`src/hdl/swpg_pkg.sv`:
```
`timescale 1ns / 1ps
`default_nettype none

package swpg_pkg;

  localparam int unsigned CIRC_W     = 12;
  localparam int unsigned PPR_W      = 7;
  localparam int unsigned SPEED_W    = 16;
  localparam int unsigned HP_W       = 24;
  localparam int unsigned PROD_W     = SPEED_W + PPR_W;
  localparam int unsigned SCALE_W    = 17;
  localparam int unsigned DVD_W      = CIRC_W + SCALE_W;
  localparam int unsigned SLOW_W     = PROD_W + 10;
  localparam int unsigned DIV_CNT_W  = 5;
  localparam int unsigned CFG_IDX_W  = 1;

  localparam logic [SCALE_W-1:0] HalfPeriodScale = SCALE_W'(128000);
  localparam logic [9:0]         SlowScale       = 10'd625;
  localparam logic [CIRC_W-1:0]  CircReset       = CIRC_W'(1850);
  localparam logic [PPR_W-1:0]   PprReset        = PPR_W'(1);
  localparam logic [HP_W-1:0]    HalfPeriodMax   = {HP_W{1'b1}};
  localparam logic [DIV_CNT_W-1:0] DivLastBit    = DIV_CNT_W'(DVD_W - 1);

  typedef enum logic [CFG_IDX_W-1:0] {
    REG_CIRC = 1'b0,
    REG_PPR  = 1'b1
  } cfg_reg_e;

  typedef struct packed {
    logic accept;
    logic check;
    logic step;
    logic finish;
    logic emit;
  } ctrl_cmd_t;

  typedef struct packed {
    logic is_tick;
    logic slow;
    logic div_last;
    logic out_busy;
  } dp_status_t;

endpackage

`default_nettype wire

```
`src/hdl/swpg_if.sv`:
```
`timescale 1ns / 1ps
`default_nettype none

interface swpg_in_if;
  logic                          valid;
  logic                          ready;
  logic                          action;
  logic [swpg_pkg::SPEED_W-1:0]  speed_q8;
  logic                          has_fix;

  modport source (output valid, output action, output speed_q8, output has_fix, input ready);
  modport sink (input valid, input action, input speed_q8, input has_fix, output ready);
endinterface

interface swpg_out_if;
  logic                       valid;
  logic                       ready;
  logic                       pulse_out;
  logic                       pulse_enabled;
  logic [swpg_pkg::HP_W-1:0]  half_cycle_us;

  modport source (output valid, output pulse_out, output pulse_enabled,
                  output half_cycle_us, input ready);
  modport sink (input valid, input pulse_out, input pulse_enabled,
                input half_cycle_us, output ready);
endinterface

`default_nettype wire

```
`src/hdl/swpg_ctrl.sv`:
```
`timescale 1ns / 1ps
`default_nettype none

module swpg_ctrl (
  input  wire logic                  clk_i,
  input  wire logic                  rst_ni,
  input  wire logic                  in_valid_i,
  output logic                       in_ready_o,
  input  wire swpg_pkg::dp_status_t  status_i,
  output swpg_pkg::ctrl_cmd_t        cmd_o
);

  typedef enum logic [4:0] {
    ST_IDLE  = 5'b00001,
    ST_CHECK = 5'b00010,
    ST_DIV   = 5'b00100,
    ST_FIN   = 5'b01000,
    ST_DONE  = 5'b10000
  } state_e;

  state_e state_q, state_d;

  always_comb begin
    state_d    = state_q;
    cmd_o      = '0;
    in_ready_o = 1'b0;
    case (state_q)
      ST_IDLE: begin
        in_ready_o = 1'b1;
        if (in_valid_i) begin
          cmd_o.accept = 1'b1;
          state_d      = status_i.is_tick ? ST_DONE : ST_CHECK;
        end
      end
      ST_CHECK: begin
        cmd_o.check = 1'b1;
        state_d     = status_i.slow ? ST_DONE : ST_DIV;
      end
      ST_DIV: begin
        cmd_o.step = 1'b1;
        if (status_i.div_last) begin
          state_d = ST_FIN;
        end
      end
      ST_FIN: begin
        cmd_o.finish = 1'b1;
        state_d      = ST_DONE;
      end
      ST_DONE: begin
        if (!status_i.out_busy) begin
          cmd_o.emit = 1'b1;
          state_d    = ST_IDLE;
        end
      end
      default: begin
        state_d = ST_IDLE;
      end
    endcase
  end

  always_ff @(posedge clk_i or negedge rst_ni) begin
    if (!rst_ni) begin
      state_q <= ST_IDLE;
    end else begin
      state_q <= state_d;
    end
  end

endmodule

`default_nettype wire

```
`src/hdl/swpg_dpath.sv`:
```
`timescale 1ns / 1ps
`default_nettype none

module swpg_dpath (
  input  wire logic                                   clk_i,
  input  wire logic                                   rst_ni,
  input  wire swpg_pkg::ctrl_cmd_t                    cmd_i,
  output swpg_pkg::dp_status_t                        status_o,
  input  wire logic                                   cfg_we_i,
  input  wire logic [swpg_pkg::CFG_IDX_W-1:0]         cfg_idx_i,
  input  wire logic [swpg_pkg::CIRC_W-1:0]            cfg_data_i,
  input  wire logic                                   in_action_i,
  input  wire logic [swpg_pkg::SPEED_W-1:0]           in_speed_q8_i,
  input  wire logic                                   in_has_fix_i,
  output logic                                        out_valid_o,
  input  wire logic                                   out_ready_i,
  output logic                                        out_pulse_out_o,
  output logic                                        out_pulse_enabled_o,
  output logic [swpg_pkg::HP_W-1:0]                   out_half_cycle_us_o
);

  logic [swpg_pkg::CIRC_W-1:0]    circ_q;
  logic [swpg_pkg::PPR_W-1:0]     ppr_q;

  logic                           level_q;
  logic                           running_q;
  logic [swpg_pkg::HP_W-1:0]      half_period_q;
  logic [swpg_pkg::HP_W-1:0]      tick_q;

  logic                           fix_q;
  logic [swpg_pkg::PROD_W-1:0]    prod_q;
  logic [swpg_pkg::PROD_W-1:0]    rem_q;
  logic [swpg_pkg::DVD_W-1:0]     quot_q;
  logic [swpg_pkg::DIV_CNT_W-1:0] cnt_q;

  logic                           out_valid_q;
  logic                           out_level_q;
  logic                           out_running_q;
  logic [swpg_pkg::HP_W-1:0]      out_hp_q;

  logic [swpg_pkg::SLOW_W-1:0]    slow_lhs;
  logic [swpg_pkg::SLOW_W-1:0]    slow_rhs;
  logic                           slow;
  logic [swpg_pkg::DVD_W-1:0]     dividend;
  logic [swpg_pkg::PROD_W:0]      rem_shift;
  logic [swpg_pkg::PROD_W-1:0]    rem_diff;
  logic                           rem_ge;
  logic [swpg_pkg::HP_W-1:0]      hp_clamped;
  logic [swpg_pkg::HP_W-1:0]      tick_inc;

  // Below 0.05 Hz, without a fix or with a zero product the generator stops.
  assign slow_lhs = swpg_pkg::SLOW_W'(prod_q) * swpg_pkg::SLOW_W'(swpg_pkg::SlowScale);
  assign slow_rhs = swpg_pkg::SLOW_W'({circ_q, 3'b000});
  assign slow     = !fix_q || (prod_q == '0) || (slow_lhs < slow_rhs);
  assign dividend = swpg_pkg::DVD_W'(circ_q) * swpg_pkg::DVD_W'(swpg_pkg::HalfPeriodScale);

  assign rem_shift = {rem_q, quot_q[swpg_pkg::DVD_W-1]};
  assign rem_ge    = rem_shift >= {1'b0, prod_q};
  assign rem_diff  = rem_shift[swpg_pkg::PROD_W-1:0] - prod_q;

  always_comb begin
    if (quot_q == '0) begin
      hp_clamped = swpg_pkg::HP_W'(1);
    end else if (|quot_q[swpg_pkg::DVD_W-1:swpg_pkg::HP_W]) begin
      hp_clamped = swpg_pkg::HalfPeriodMax;
    end else begin
      hp_clamped = quot_q[swpg_pkg::HP_W-1:0];
    end
  end

  assign tick_inc = tick_q + swpg_pkg::HP_W'(1);

  assign status_o.is_tick  = in_action_i;
  assign status_o.slow     = slow;
  assign status_o.div_last = (cnt_q == '0);
  assign status_o.out_busy = out_valid_q && !out_ready_i;

  always_ff @(posedge clk_i or negedge rst_ni) begin
    if (!rst_ni) begin
      circ_q <= swpg_pkg::CircReset;
      ppr_q  <= swpg_pkg::PprReset;
    end else if (cfg_we_i) begin
      case (cfg_idx_i)
        swpg_pkg::REG_CIRC: circ_q <= cfg_data_i;
        swpg_pkg::REG_PPR:  ppr_q  <= cfg_data_i[swpg_pkg::PPR_W-1:0];
        default: begin
        end
      endcase
    end
  end

  always_ff @(posedge clk_i or negedge rst_ni) begin
    if (!rst_ni) begin
      level_q       <= 1'b0;
      running_q     <= 1'b0;
      half_period_q <= '0;
      tick_q        <= '0;
    end else if (cmd_i.accept && in_action_i) begin
      if (!running_q) begin
        level_q <= 1'b0;
      end else if (tick_inc >= half_period_q) begin
        level_q <= !level_q;
        tick_q  <= '0;
      end else begin
        tick_q <= tick_inc;
      end
    end else if (cmd_i.check && slow) begin
      level_q       <= 1'b0;
      running_q     <= 1'b0;
      half_period_q <= '0;
      tick_q        <= '0;
    end else if (cmd_i.finish) begin
      running_q     <= 1'b1;
      half_period_q <= hp_clamped;
      tick_q        <= '0;
    end
  end

  always_ff @(posedge clk_i) begin
    if (cmd_i.accept) begin
      fix_q  <= in_has_fix_i;
      prod_q <= swpg_pkg::PROD_W'(in_speed_q8_i) * swpg_pkg::PROD_W'(ppr_q);
    end
    if (cmd_i.check) begin
      rem_q  <= '0;
      quot_q <= dividend;
      cnt_q  <= swpg_pkg::DivLastBit;
    end else if (cmd_i.step) begin
      rem_q  <= rem_ge ? rem_diff : rem_shift[swpg_pkg::PROD_W-1:0];
      quot_q <= {quot_q[swpg_pkg::DVD_W-2:0], rem_ge};
      cnt_q  <= cnt_q - swpg_pkg::DIV_CNT_W'(1);
    end
  end

  always_ff @(posedge clk_i or negedge rst_ni) begin
    if (!rst_ni) begin
      out_valid_q <= 1'b0;
    end else if (cmd_i.emit) begin
      out_valid_q <= 1'b1;
    end else if (out_ready_i) begin
      out_valid_q <= 1'b0;
    end
  end

  always_ff @(posedge clk_i) begin
    if (cmd_i.emit) begin
      out_level_q   <= level_q;
      out_running_q <= running_q;
      out_hp_q      <= running_q ? half_period_q : '0;
    end
  end

  assign out_valid_o          = out_valid_q;
  assign out_pulse_out_o      = out_level_q;
  assign out_pulse_enabled_o  = out_running_q;
  assign out_half_cycle_us_o  = out_hp_q;

  assert property (@(posedge clk_i) disable iff (!rst_ni) !running_q |-> !level_q)
    else $error("Pulse level is high while the generator is stopped.");

  assert property (@(posedge clk_i) disable iff (!rst_ni) running_q |-> half_period_q != '0)
    else $error("Generator is running with a zero half period.");

  assert property (@(posedge clk_i) disable iff (!rst_ni) running_q |-> tick_q < half_period_q)
    else $error("Tick count has reached the half period without a toggle.");

endmodule

`default_nettype wire

```
`src/hdl/speed_to_wheel_pulse_generator.sv`:
```
// Path: a tick goes from the idle state to the done state and then to the output register;
// a speed update that stops the generator also passes the check state, and one that starts
// it passes check, the 29 steps of the restoring divider and finish. A new item is taken only
// in the idle state, once the last result is in the output register; the divider shares one
// subtractor for all quotient bits. A stalled output holds the block until the result leaves.
// Reset: asynchronous, active low; generator stopped, output valid low, config at defaults.
`timescale 1ns / 1ps
`default_nettype none

module speed_to_wheel_pulse_generator (
  input  wire logic                            clk_i,
  input  wire logic                            rst_ni,
  swpg_in_if.sink                              in_i,
  swpg_out_if.source                           out_o,
  input  wire logic                            cfg_we_i,
  input  wire logic [swpg_pkg::CFG_IDX_W-1:0]  cfg_idx_i,
  input  wire logic [swpg_pkg::CIRC_W-1:0]     cfg_data_i
);

  swpg_pkg::ctrl_cmd_t  cmd;
  swpg_pkg::dp_status_t status;
  logic                 in_ready;

  swpg_ctrl u_ctrl (
    .clk_i      (clk_i),
    .rst_ni     (rst_ni),
    .in_valid_i (in_i.valid),
    .in_ready_o (in_ready),
    .status_i   (status),
    .cmd_o      (cmd)
  );

  swpg_dpath u_dpath (
    .clk_i                (clk_i),
    .rst_ni               (rst_ni),
    .cmd_i                (cmd),
    .status_o             (status),
    .cfg_we_i             (cfg_we_i),
    .cfg_idx_i            (cfg_idx_i),
    .cfg_data_i           (cfg_data_i),
    .in_action_i          (in_i.action),
    .in_speed_q8_i        (in_i.speed_q8),
    .in_has_fix_i         (in_i.has_fix),
    .out_valid_o          (out_o.valid),
    .out_ready_i          (out_o.ready),
    .out_pulse_out_o      (out_o.pulse_out),
    .out_pulse_enabled_o  (out_o.pulse_enabled),
    .out_half_cycle_us_o  (out_o.half_cycle_us)
  );

  assign in_i.ready = in_ready;

endmodule

`default_nettype wire
```
`src/flat_wrapper.sv`:
```
// flat-port wrapper written by rule: the top's interface ports become plain ports
module speed_to_wheel_pulse_generator_flat 
  (clk_i, rst_ni, cfg_we_i, cfg_idx_i, cfg_data_i, in_i_valid, in_i_action, in_i_speed_q8, in_i_has_fix, in_i_ready, out_o_valid, out_o_pulse_out, out_o_pulse_enabled, out_o_half_cycle_us, out_o_ready);
  swpg_in_if in_i_i ();
  swpg_out_if out_o_i ();
  input  wire logic clk_i;
  input  wire logic rst_ni;
  input  wire logic cfg_we_i;
  input  wire logic [swpg_pkg::CFG_IDX_W-1:0] cfg_idx_i;
  input  wire logic [swpg_pkg::CIRC_W-1:0] cfg_data_i;
  input wire logic [$bits(in_i_i.valid)-1:0] in_i_valid;
  input wire logic [$bits(in_i_i.action)-1:0] in_i_action;
  input wire logic [$bits(in_i_i.speed_q8)-1:0] in_i_speed_q8;
  input wire logic [$bits(in_i_i.has_fix)-1:0] in_i_has_fix;
  output wire logic [$bits(in_i_i.ready)-1:0] in_i_ready;
  output wire logic [$bits(out_o_i.valid)-1:0] out_o_valid;
  output wire logic [$bits(out_o_i.pulse_out)-1:0] out_o_pulse_out;
  output wire logic [$bits(out_o_i.pulse_enabled)-1:0] out_o_pulse_enabled;
  output wire logic [$bits(out_o_i.half_cycle_us)-1:0] out_o_half_cycle_us;
  input wire logic [$bits(out_o_i.ready)-1:0] out_o_ready;
  assign in_i_i.valid = in_i_valid;
  assign in_i_i.action = in_i_action;
  assign in_i_i.speed_q8 = in_i_speed_q8;
  assign in_i_i.has_fix = in_i_has_fix;
  assign in_i_ready = in_i_i.ready;
  assign out_o_valid = out_o_i.valid;
  assign out_o_pulse_out = out_o_i.pulse_out;
  assign out_o_pulse_enabled = out_o_i.pulse_enabled;
  assign out_o_half_cycle_us = out_o_i.half_cycle_us;
  assign out_o_i.ready = out_o_ready;
  speed_to_wheel_pulse_generator u_core (.clk_i(clk_i), .rst_ni(rst_ni), .in_i(in_i_i), .out_o(out_o_i), .cfg_we_i(cfg_we_i), .cfg_idx_i(cfg_idx_i), .cfg_data_i(cfg_data_i));
endmodule
```
`config.mk`:
```
export PLATFORM = sky130hd
export DESIGN_NAME = speed_to_wheel_pulse_generator_flat
export DESIGN_NICKNAME = d
export VERILOG_FILES = /design/src/hdl/swpg_pkg.sv /design/src/hdl/swpg_if.sv /design/src/hdl/swpg_ctrl.sv /design/src/hdl/swpg_dpath.sv /design/src/hdl/speed_to_wheel_pulse_generator.sv /design/src/flat_wrapper.sv
export SDC_FILE = /design/constraint.sdc
export NUM_CORES = 1
export LEC_CHECK = 0
export ABC_AREA = 1
export BUFFER_PORTS_ARGS = -buffer_cell sky130_fd_sc_hd__buf_2
export CORE_MARGIN = 2
export CORE_UTILIZATION = 38
export DETAILED_ROUTE_END_ITERATION = 7
export GPL_ROUTABILITY_DRIVEN = 1
export RECOVER_POWER = 25
export SLEW_MARGIN = 30
export SYNTH_ARGS = -nofsm -noshare
export SYNTH_HDL_FRONTEND = slang
export SYNTH_SLANG_ARGS = --single-unit
```
`constraint.sdc`:
```
create_clock -name clk_i -period 6.35 [get_ports clk_i]
set_input_delay 1.5875 -clock clk_i [delete_from_list [all_inputs] [get_ports clk_i]]
set_output_delay 1.5875 -clock clk_i [all_outputs]
set_load 0.02 [all_outputs]
```
# Word-level counts from Yosys, hierarchy flattened
# Cells that the tools add are included.
dict set report word_totals {
  ff_bits 182
  out_inout_bits 28
  elab_cells 95
  input_bits 36
}
dict set report classes {
  n_eq_ne 10
  n_addsub 3
  muxes 34
  bitwise_logic 2
  order_cmp 3
  multipliers 3
  n_reduce_logical 23
}
# cell n
set op_table {}
lappend op_table {{two-way mux 24 bit} 9}
lappend op_table {{two-way mux 29 bit} 2}
lappend op_table {{less-than comparator 33 x 15 -> 1 bit} 1}
lappend op_table {{multiplier 23 x 10 -> 33 bit, second input constant} 1}
lappend op_table {{logical NOT 29 bit} 1}
lappend op_table {{two-way mux 5 bit} 5}
lappend op_table {{one-hot mux 5 bit (5 select lines)} 1}
lappend op_table {{adder 24 x 1 -> 24 bit, second input constant} 1}
lappend op_table {{>= comparator 24 x 23 -> 1 bit} 1}
lappend op_table {{>= comparator 24 bit} 1}
lappend op_table {{logical NOT 23 bit} 1}
lappend op_table {{multiplier 16 x 7 -> 23 bit} 1}
lappend op_table {{two-way mux 23 bit} 1}
lappend op_table {{subtractor 23 bit} 1}
lappend op_table {{multiplier 12 x 7 -> 19 bit, second input constant} 1}
lappend op_table {{two-way mux 1 bit} 16}
lappend op_table {{AND reduction 2 bit} 5}
lappend op_table {{nonzero test 2 bit} 4}
lappend op_table {{inequality test 2 bit, second input constant} 3}
lappend op_table {{== test 5 x 1 -> 1 bit, second input constant} 1}
lappend op_table {{== test 5 x 2 -> 1 bit, second input constant} 1}
lappend op_table {{== test 5 x 3 -> 1 bit, second input constant} 1}
lappend op_table {{== test 5 x 4 -> 1 bit, second input constant} 1}
lappend op_table {{== test 5 bit, second input constant} 1}
lappend op_table {{other kinds (11)} 17}

# Logic depth before layout (Yosys ltp)
# Gate-level depths: netlist of the first run.
dict set report depth {
  depth_word 6
  ltp_mapped 36
  mapped_depth_nobuf 36
}

# Cells and area by module
# From an unflattened synthesis of the first run, not the netlist that was laid out.
dict set report hier_totals {
  hier_cells 2524
  hier_area_um2 19636.3
}
# module cells_each seq_area_each_um2 n_inst area_each_um2
set by_module_without_submodules {}
lappend by_module_without_submodules {swpg_dpath 2477 4594.4 1 19291.0}
lappend by_module_without_submodules {swpg_ctrl 47 126.4 1 345.3}

# Worst setup path before layout of the first run
# OpenSTA, ideal clock, no wires.
dict set report synth_timing {
  kind {input-to-reg}
  start {input in_i_speed_q8[3]}
  end {register u_core.u_dpath.prod_q[17] (netlist name), data pin}
  arrival_time_ps 5349
  cell_stages 18
  slack_ps 736
  required_time_ps 6085
  path_cell_list {nand2_1 > inv_1 > fa_1 > inv_1 > fa_1 > fa_1 > inv_1 > fa_1 > ha_1 > inv_1 > o21bai_1 > o21ai_0 > o211ai_1 > a21oi_1 > o21ai_0 > a21boi_0 > o21ai_0 > xor2_1}
}
dict set report synth_between {
  elab_chain_cells 1
}
# element line
set synth_rtl {}
lappend synth_rtl {{from (decl)} flat_wrapper.sv:13} ;# input wire logic [$bits(in_i_i.speed_q8)-1:0] in_i_speed_q8;
lappend synth_rtl {{multiplier 16 x 7 -> 23 bit} swpg_dpath.sv:122} ;# prod_q <= swpg_pkg::PROD_W'(in_speed_q8_i) * swpg_pkg::PROD_W'(ppr_q);
lappend synth_rtl {{to (signal assigned)} swpg_dpath.sv:122}
lappend synth_rtl {{to (decl)} swpg_dpath.sv:31} ;# logic [swpg_pkg::PROD_W-1:0] prod_q;
# No other way between the ends.
# A chain may end at the register's enable or synchronous reset.

# Final worst setup path of the first run
dict set report layout_timing {
  start {register u_core.u_dpath.prod_q[4] (netlist name)}
  end {register u_core.u_dpath.tick_q[8] (netlist name)}
}
dict set report layout_between {
  elab_chain_cells 6
  word_cells_on_any_way 10
  cone_classes {mul (1); order compare (1); mux (2); reduce/logical (6)}
}
# element line
set layout_rtl {}
lappend layout_rtl {{multiplier 23 x 10 -> 33 bit or logical NOT 23 bit (tied branches)} {swpg_dpath.sv:52, swpg_dpath.sv:54}}
lappend layout_rtl {{less-than comparator 33 x 15 -> 1 bit or logical OR 1 bit (tied branches)} swpg_dpath.sv:54} ;# assign slow = !fix_q || (prod_q == '0) || (slow_lhs < slow_rhs);
lappend layout_rtl {{logical OR 1 bit *} swpg_dpath.sv:54}
lappend layout_rtl {{logical AND 1 bit *} swpg_dpath.sv:107} ;# end else if (cmd_i.check && slow) begin
lappend layout_rtl {{nonzero test 3 bit (no source line) or two-way mux 24 bit (tied branches)} -}
lappend layout_rtl {{AND reduction 2 bit (no source line) or two-way mux 24 bit (tied branches)} -}
lappend layout_rtl {{to (signal assigned)} swpg_dpath.sv:105} ;# tick_q <= tick_inc;
lappend layout_rtl {{to (decl)} swpg_dpath.sv:28} ;# logic [swpg_pkg::HP_W-1:0] tick_q;
# Mark *: on every way between the ends. The rest lies on a longest branch, timed or not.

==> results of run 1 <==
## how the worst max path moves through the flow
| stage | start | end | cells after the start |
|---|---|---|---|
| 2_1_floorplan | in_i_speed_q8[3] | u_core.u_dpath.prod_q[17] | 18 |
| 3_3_place_gp | u_core.u_dpath.prod_q[5] | u_core.u_dpath.half_period_q[1] | 30 |
| 3_5_place_dp | u_core.u_dpath.prod_q[5] | u_core.u_dpath.half_period_q[1] | 30 |
| 4_1_cts | u_core.u_dpath.prod_q[5] | u_core.u_dpath.half_period_q[1] | 30 |
| 5_1_grt | u_core.u_dpath.prod_q[4] | u_core.u_dpath.tick_q[12] | 33 |
| 6_report | u_core.u_dpath.prod_q[4] | u_core.u_dpath.tick_q[8] | 31 |
## state kept, by name (all words and copies together), names as in the netlist
register,flops
u_core.u_dpath.out_pulse_enabled_o,1
u_core.u_dpath.half_period_q,24
u_core.u_dpath.level_q,1
u_core.u_dpath.rem_q,23
u_core.u_dpath.cnt_q,5
u_core.u_dpath.prod_q,23
u_core.u_dpath.out_half_cycle_us_o,24
u_core.u_ctrl.state_q,5
u_core.u_dpath.out_pulse_out_o,1
u_core.u_dpath.ppr_q,7
u_core.u_dpath.tick_q,24
u_core.u_dpath.quot_q,29
u_core.u_dpath.out_valid_o,1
u_core.u_dpath.circ_q,12
u_core.u_dpath.running_q,1
u_core.u_dpath.fix_q,1
## critical path, delay by kind of cell (launching register included)
family                     cells  cell delay, ps
DFF                            1             410
adders and majority gates      7            2720
buffers and inverters          7             540
AOI/OAI and AO/OA              2             250
and+or+nand+nor               14            1590
xor gates and xnor gates       1             220
## layer usage
metal	vias up	share of wire, %	global-route usage [%]
met4	0	2.8	5.39
met1	7395	46	22.9
met3	76	3.2	2.23
li1	7937	-	-
met2	247	48	30.6
met5	-	0	0
## area by class of cell
class / instances / area (sq um) / share of cell area (%)
Multi-Input combinational cell: 1684 / 12600 / 59.0
Sequential cell: 182 / 4720 / 22.1
Inverter: 582 / 2180 / 10.2
Tap cell: 680 / 851 / 3.98
Clock buffer: 22 / 497 / 2.32
Timing Repair Buffer: 78 / 420 / 1.97
Clock inverter: 10 / 88.8 / 0.416
## cells in the final DEF, fill, tap and decap left out, types with 14 or more instances in the layout
cell,netlist,routed
nand4_1,49,49
ha_1,248,248
xor2_1,48,48
dfxtp_1,38,38
edfxtp_1,69,69
a21oi_1,117,117
o22ai_1,14,14
inv_1,578,574
buf_2,5,60
dfrtp_1,66,66
clkbuf_16,0,19
nand3_1,70,70
o21ai_0,117,117
nor3_1,19,19
nand2_1,581,581
xnor2_1,20,20
o21ai_2,21,21
fa_1,164,164
nor2_1,118,116
## cell usage after synthesis (3+ instances only)
cell type	number
o22ai_1	14
nand3_2	6
a21boi_0	3
buf_1	7
o21ai_0	117
buf_2	5
a22o_1	7
xnor2_1	20
o21bai_1	8
nand2_2	3
nor2_2	4
dfstp_2	9
nand4_1	49
edfxtp_1	69
nor3_1	19
o21ai_2	21
xor2_1	48
nor3_2	4
nand2_1	581
o31ai_1	4
nand3_1	70
dfrtp_1	66
a31oi_1	5
o211ai_1	5
buf_6	3
inv_2	3
fa_1	164
a21o_1	9
nor2_1	118
inv_1	578
clkbuf_1	30
or2_2	3
ha_1	248
nor4_1	8
a21oi_1	117
dfxtp_1	38
## metrics by stage
step | instances | utilization, % | worst slack (ps)
2_1_floorplan | 2496 | - | 736
3_3_place_gp | 3200 | 40.4 | 174
3_5_place_dp | 3200 | 40.4 | 131
4_1_cts | 3232 | 41.5 | 116
5_1_grt | 3238 | 41.7 | -12.0
6_report | 3238 | 41.7 | 475
## cell families (layout without fill, tap and decap cells)
| family | Yosys count | after routing | share of synthesized area [%] |
|---|---|---|---|
| flip-flops | 182 | 182 | 23.9 |
| adder cells (fa/ha/maj) | 412 | 412 | 32.4 |
| AO/OA/AOI/OAI | 324 | 324 | 9.46 |
| AND/OR/NAND/NOR | 878 | 879 | 18.8 |
| XOR/XNOR | 69 | 69 | 3.10 |
| buffers and inverters | 631 | 692 | 12.3 |
## timing repair
item,4_1_cts,5_1_grt
setup buffers,0,5
resized for setup,0,8
hold buffers,0,0
setup endpoints to repair,0,51
==> run metrics, run 1 <==
layout cells sized above 1=6.61%; clk buf depth=2; Fillers=5,256; slowest stage cell, crit path=fa_1; hold_ws=463 ps; initial antenna violation count=0; WHS Endpoint=u_core.u_ctrl.state_q[3]; Post-synth EDFFs=69; Final Slew Violations=100; worst reg2reg endpoint=u_core.u_dpath.tick_q[8]; CTS root buf=clkbuf_16; Post-Route WL=45.6 mm; vias in the first global route=15,600; Tot GR Track Use=17.7%; crit path kind=reg -> reg; Hold Crit Class=reg -> reg; Area Growth Syn to Fin=8.37%; WL per Instance=around 14 um; r2r setup slk=roughly 470 ps; HPWL Detailed=between 30 and 40 mm; row count=83; Synth cell types=62; Slew HR=-145%; Crit. End Element=flop; CTS clk-pin slew, worst paths=70 ps; Num CTS Buffers=17; final setup violation count=0; die height=between 200 and 250 um; max incr delay on CP=about 540 ps; Seq cells post-synth=182; Post-Layout Inst Area=21,400 sq um; Synth area leader=fa_1; failing checks=max-capacitance violations, max-slew violations; top_reg_cell synth=edfxtp_1; worst skew pair latency=450 ps; yosys warns=0; cells after synthesis=2,496; Tmin final=5880 ps; placed cell area=20,700 sq um; synth top area cells=fa_1, ha_1, nand2_1; Initial Util=38.5%; vias after detailed routing=15,700; CTS tree=done; Avg Cell Area, Syn=around 8 sq um; drt pass-1 iters=5; Setup Skew=13.2 ps; TNS Setup=0 ps; Slew @ Worst Pin=between 3000 and 4000 ps; first-pass GRT wire length=77.1 mm; Initial DRC Count=808; worst path arrival time=6200 ps; largest net degree at the start of global routing=a little under 70; FFs w/ async S/R, synth=41.2%; GRT Residual Overflow=0; port buffer count=63; Die X=232 um; Data required, critical path=6680 ps; Placeable Area=51,300 sq um; Vias per Instance=4.83; Diodes inserted=0; CP dominant cell by count=inv_1; CTS sink cnt=182; RR Startpoint=u_core.u_dpath.prod_q[4]; Final #Nets=2,993; cells on worst reg2reg path=31; WHS Path Cells=1; Routed Antenna Nets=0; total of max-cap violations=2; # DRC=0; fmax=170 MHz; register area share after synthesis=23.9%; die area=53,800 sq um; Final Hold Fails=0; worst-path maximum fanout=18; post-synth top area share=between 15 and 20%; Mapped Area=19,700 sq um; fin crit share=92.5%; status=complete, but fails checks; IO Count=64; Mapped Nets=2,944; H-tree levels=4; GP Congestion=0.901; Startpoint Class=flop; HP Start=u_core.u_dpath.cnt_q[4]
Power of run 1 is left out: the tool's default activity adds up to more than one toggle a clock period on the data nets, which glitch-free logic cannot reach.
==> run 2: changes to the inputs <==
--- a/config.mk
+++ b/config.mk
@@ -6,12 +6,14 @@
 export NUM_CORES = 1
 export LEC_CHECK = 0
 export ABC_AREA = 1
+export ABC_CLOCK_PERIOD_IN_PS = 6350
 export BUFFER_PORTS_ARGS = -buffer_cell sky130_fd_sc_hd__buf_2
 export CORE_MARGIN = 2
 export CORE_UTILIZATION = 38
 export DETAILED_ROUTE_END_ITERATION = 7
 export GPL_ROUTABILITY_DRIVEN = 1
 export RECOVER_POWER = 25
+export SETUP_SLACK_MARGIN = 0.5
 export SLEW_MARGIN = 30
 export SYNTH_ARGS = -nofsm -noshare
 export SYNTH_HDL_FRONTEND = slang
==> run 2 against run 1 <==
  * The run still ends with max-capacitance violations, max-slew violations left
  * Final cell count is 0.74% higher
  * Via count grew 0.95%
  * Worst hold slack better by 1.3 ps
  * Register-to-register slack improved by 330 ps
  * Clock skew decreased by 1.8 ps
  * Count of clock-buffer cells in the layout stayed put
  * Design area rose by 2.0%
  * Utilization increased by 0.83 points
  * Global-route usage increased by 0.058 points
  * Critical endpoint is now u_core.u_dpath.prod_q[17]
  * Largest cell class unchanged
  * Highest routed layer unchanged
==> run metrics, run 2 (synthesis gave the netlist of run 1 again) <==
status=complete, but fails checks; failing checks=max-capacitance violations, max-slew violations; Die X=232 um (unchanged); total of max-cap violations=2 (unchanged); most common cell after layout, fill and taps aside=nand2_1; die area=53,800 sq um (unchanged); Most flops, register=u_core.u_dpath.quot_q; Data required, critical path=6540 ps (-140 ps); Area Growth Syn to Fin=10.5%; drt pass-1 iters=5 (unchanged); fin worst setup slack=684 ps (+209 ps); die height=232 um (unchanged); Crit. End Element=flop; Final Hold Fails=0 (unchanged); most frequent cells in the layout=nand2_1, inv_1, ha_1; Placeable Area=51,300 sq um (unchanged); Slew @ Worst Pin=2670 ps (-1000 ps); crit path kind=in -> reg; Initial DRC Count=813 (+0.62%); vias in the first global route=15,700 (+0.26%); Post-CTS Hold Buffers=0 (unchanged); final setup violation count=0 (unchanged); Vias per Instance=4.84 (+0.21%); gr busiest metal=met2; Initial Util=38.5% (unchanged); worst-path maximum fanout=7 (-11); Startpoint Class=primary input; layout cells sized above 1=8.79% (+2.2 points); first-pass GRT wire length=77.3 mm (+0.27%); Setup Skew=11.4 ps (-1.75 ps); Place WS=131 ps (unchanged); HPWL Detailed=37.7 mm (unchanged); Post-Route WL=46.4 mm (+1.6%); Fillers=5,201 (-1.0%); CTS sink cnt=182 (unchanged); CTS root buf=clkbuf_16; CTS clk-pin slew, worst paths=70 ps (about the same); Tmin final=5670 ps (-209 ps); fmax=176 MHz (+3.7%); Diodes inserted=0 (unchanged); Final #Nets=3,017 (+0.80%); fin crit share=89.2% (-3.3 points); # DRC=0 (unchanged); IO Count=64 (unchanged); WL per Instance=14.2 um (+0.90%); Final Non-Filler Cells=3,262 (+0.74%); GP Congestion=0.901 (unchanged); RSZ-0062 raised after global routing=no; TNS Setup=0 ps (unchanged); number of flip-flops in the largest register=29 (unchanged); Placed Instances=3,200 (unchanged); vias after detailed routing=15,800 (+0.95%); GRT Residual Overflow=0 (unchanged); CTS tree=done; M3 GR Usage=2.25% (+0.012 points); met2 Resource Use GR=30.9% (+0.26 points); row count=83 (unchanged); worst path arrival time=5850 ps (-350 ps); M1 GR Usage=22.9% (+0.023 points); worst skew pair latency=450 ps (about the same); Hold Crit Class=reg -> reg; Util after Layout=42.5% (+0.83 points); Slew HR=-78.3% (+67 points); largest net degree at the start of global routing=68 (unchanged); Routed Antenna Nets=0 (unchanged); port buffer count=63 (unchanged); H-tree levels=4 (unchanged); clk buf depth=2 (unchanged); Tot GR Track Use=17.7% (+0.058 points); initial antenna violation count=0 (unchanged); Num CTS Buffers=17 (unchanged); Final Slew Violations=81 (-19%)
## run 2: cell types whose count changed in the layout (fill, tap and decap cells not counted), sizes merged
cell,delta
buf,+20
inv,-3
nand2,+1
clkbuf,+3
clkinvlp,+3
## run 2: repair_timing
action                     in CTS  in global routing
pin swaps                       2                 26
cloned                          1                  4
resized for setup               9                 47
buffers inserted                3                 21
hold endpoints to repair        0                  0
setup endpoints to repair      51                 54
## run 2: worst paths after layout
kind,from,to,slack [ps],cells past startpoint
hold / removal,u_core.u_dpath.cnt_q[0],u_core.u_dpath.cnt_q[0],460,1
max in group asynchronous,rst_ni,u_core.u_dpath.circ_q[0],1390,3
hold reg to reg,u_core.u_dpath.cnt_q[0],u_core.u_dpath.cnt_q[0],460,1
setup reg to reg,u_core.u_dpath.prod_q[5],u_core.u_dpath.tick_q[8],800,35
setup / recovery,in_i_speed_q8[0],u_core.u_dpath.prod_q[17],680,17
min in group asynchronous,rst_ni,u_core.u_dpath.circ_q[7],1140,1
## run 2: final cells by class
| type | count | area (sq um) | share of cell area [%] |
|---|---|---|---|
| Clock inverter | 10 | 88.8 | 0.407 |
| Sequential cell | 182 | 4720 | 21.6 |
| Clock buffer | 22 | 497 | 2.28 |
| Inverter | 582 | 2200 | 10.1 |
| Tap cell | 680 | 851 | 3.90 |
| Timing Repair Buffer | 101 | 653 | 3.00 |
| Multi-Input combinational cell | 1685 | 12800 | 58.7 |
## run 2: layer usage
| metal | part of all wire, % | wire length (um) |
|---|---|---|
| met4 | 2.6 | 1230 |
| met1 | 45 | 21000 |
| met5 | 0 | 0 |
| met3 | 3.3 | 1550 |
| met2 | 49 | 22600 |
## run 2: worst max-delay path: stages
cell and delay (ps):
clkbuf_1 220, nand2_1 120, fa_1 550, fa_1 520
fa_1 560, inv_1 60, fa_1 470, ha_1 350
inv_1 120, o21bai_1 90, o21ai_0 170, o211ai_1 140
a21oi_1 210, o21ai_0 160, a21boi_1 230, o21ai_0 130
xor2_1 150
## run 2: per-stage QoR
stage / hold slack (ps) / cell area [sq um]
floorplan: 422 / 19700
global placement: 443 / 20700
detailed placement: 454 / 20700
CTS: 465 / 21400
global route: 486 / 21800
finish: 464 / 21800
Power of run 2 is left out for the same reason.
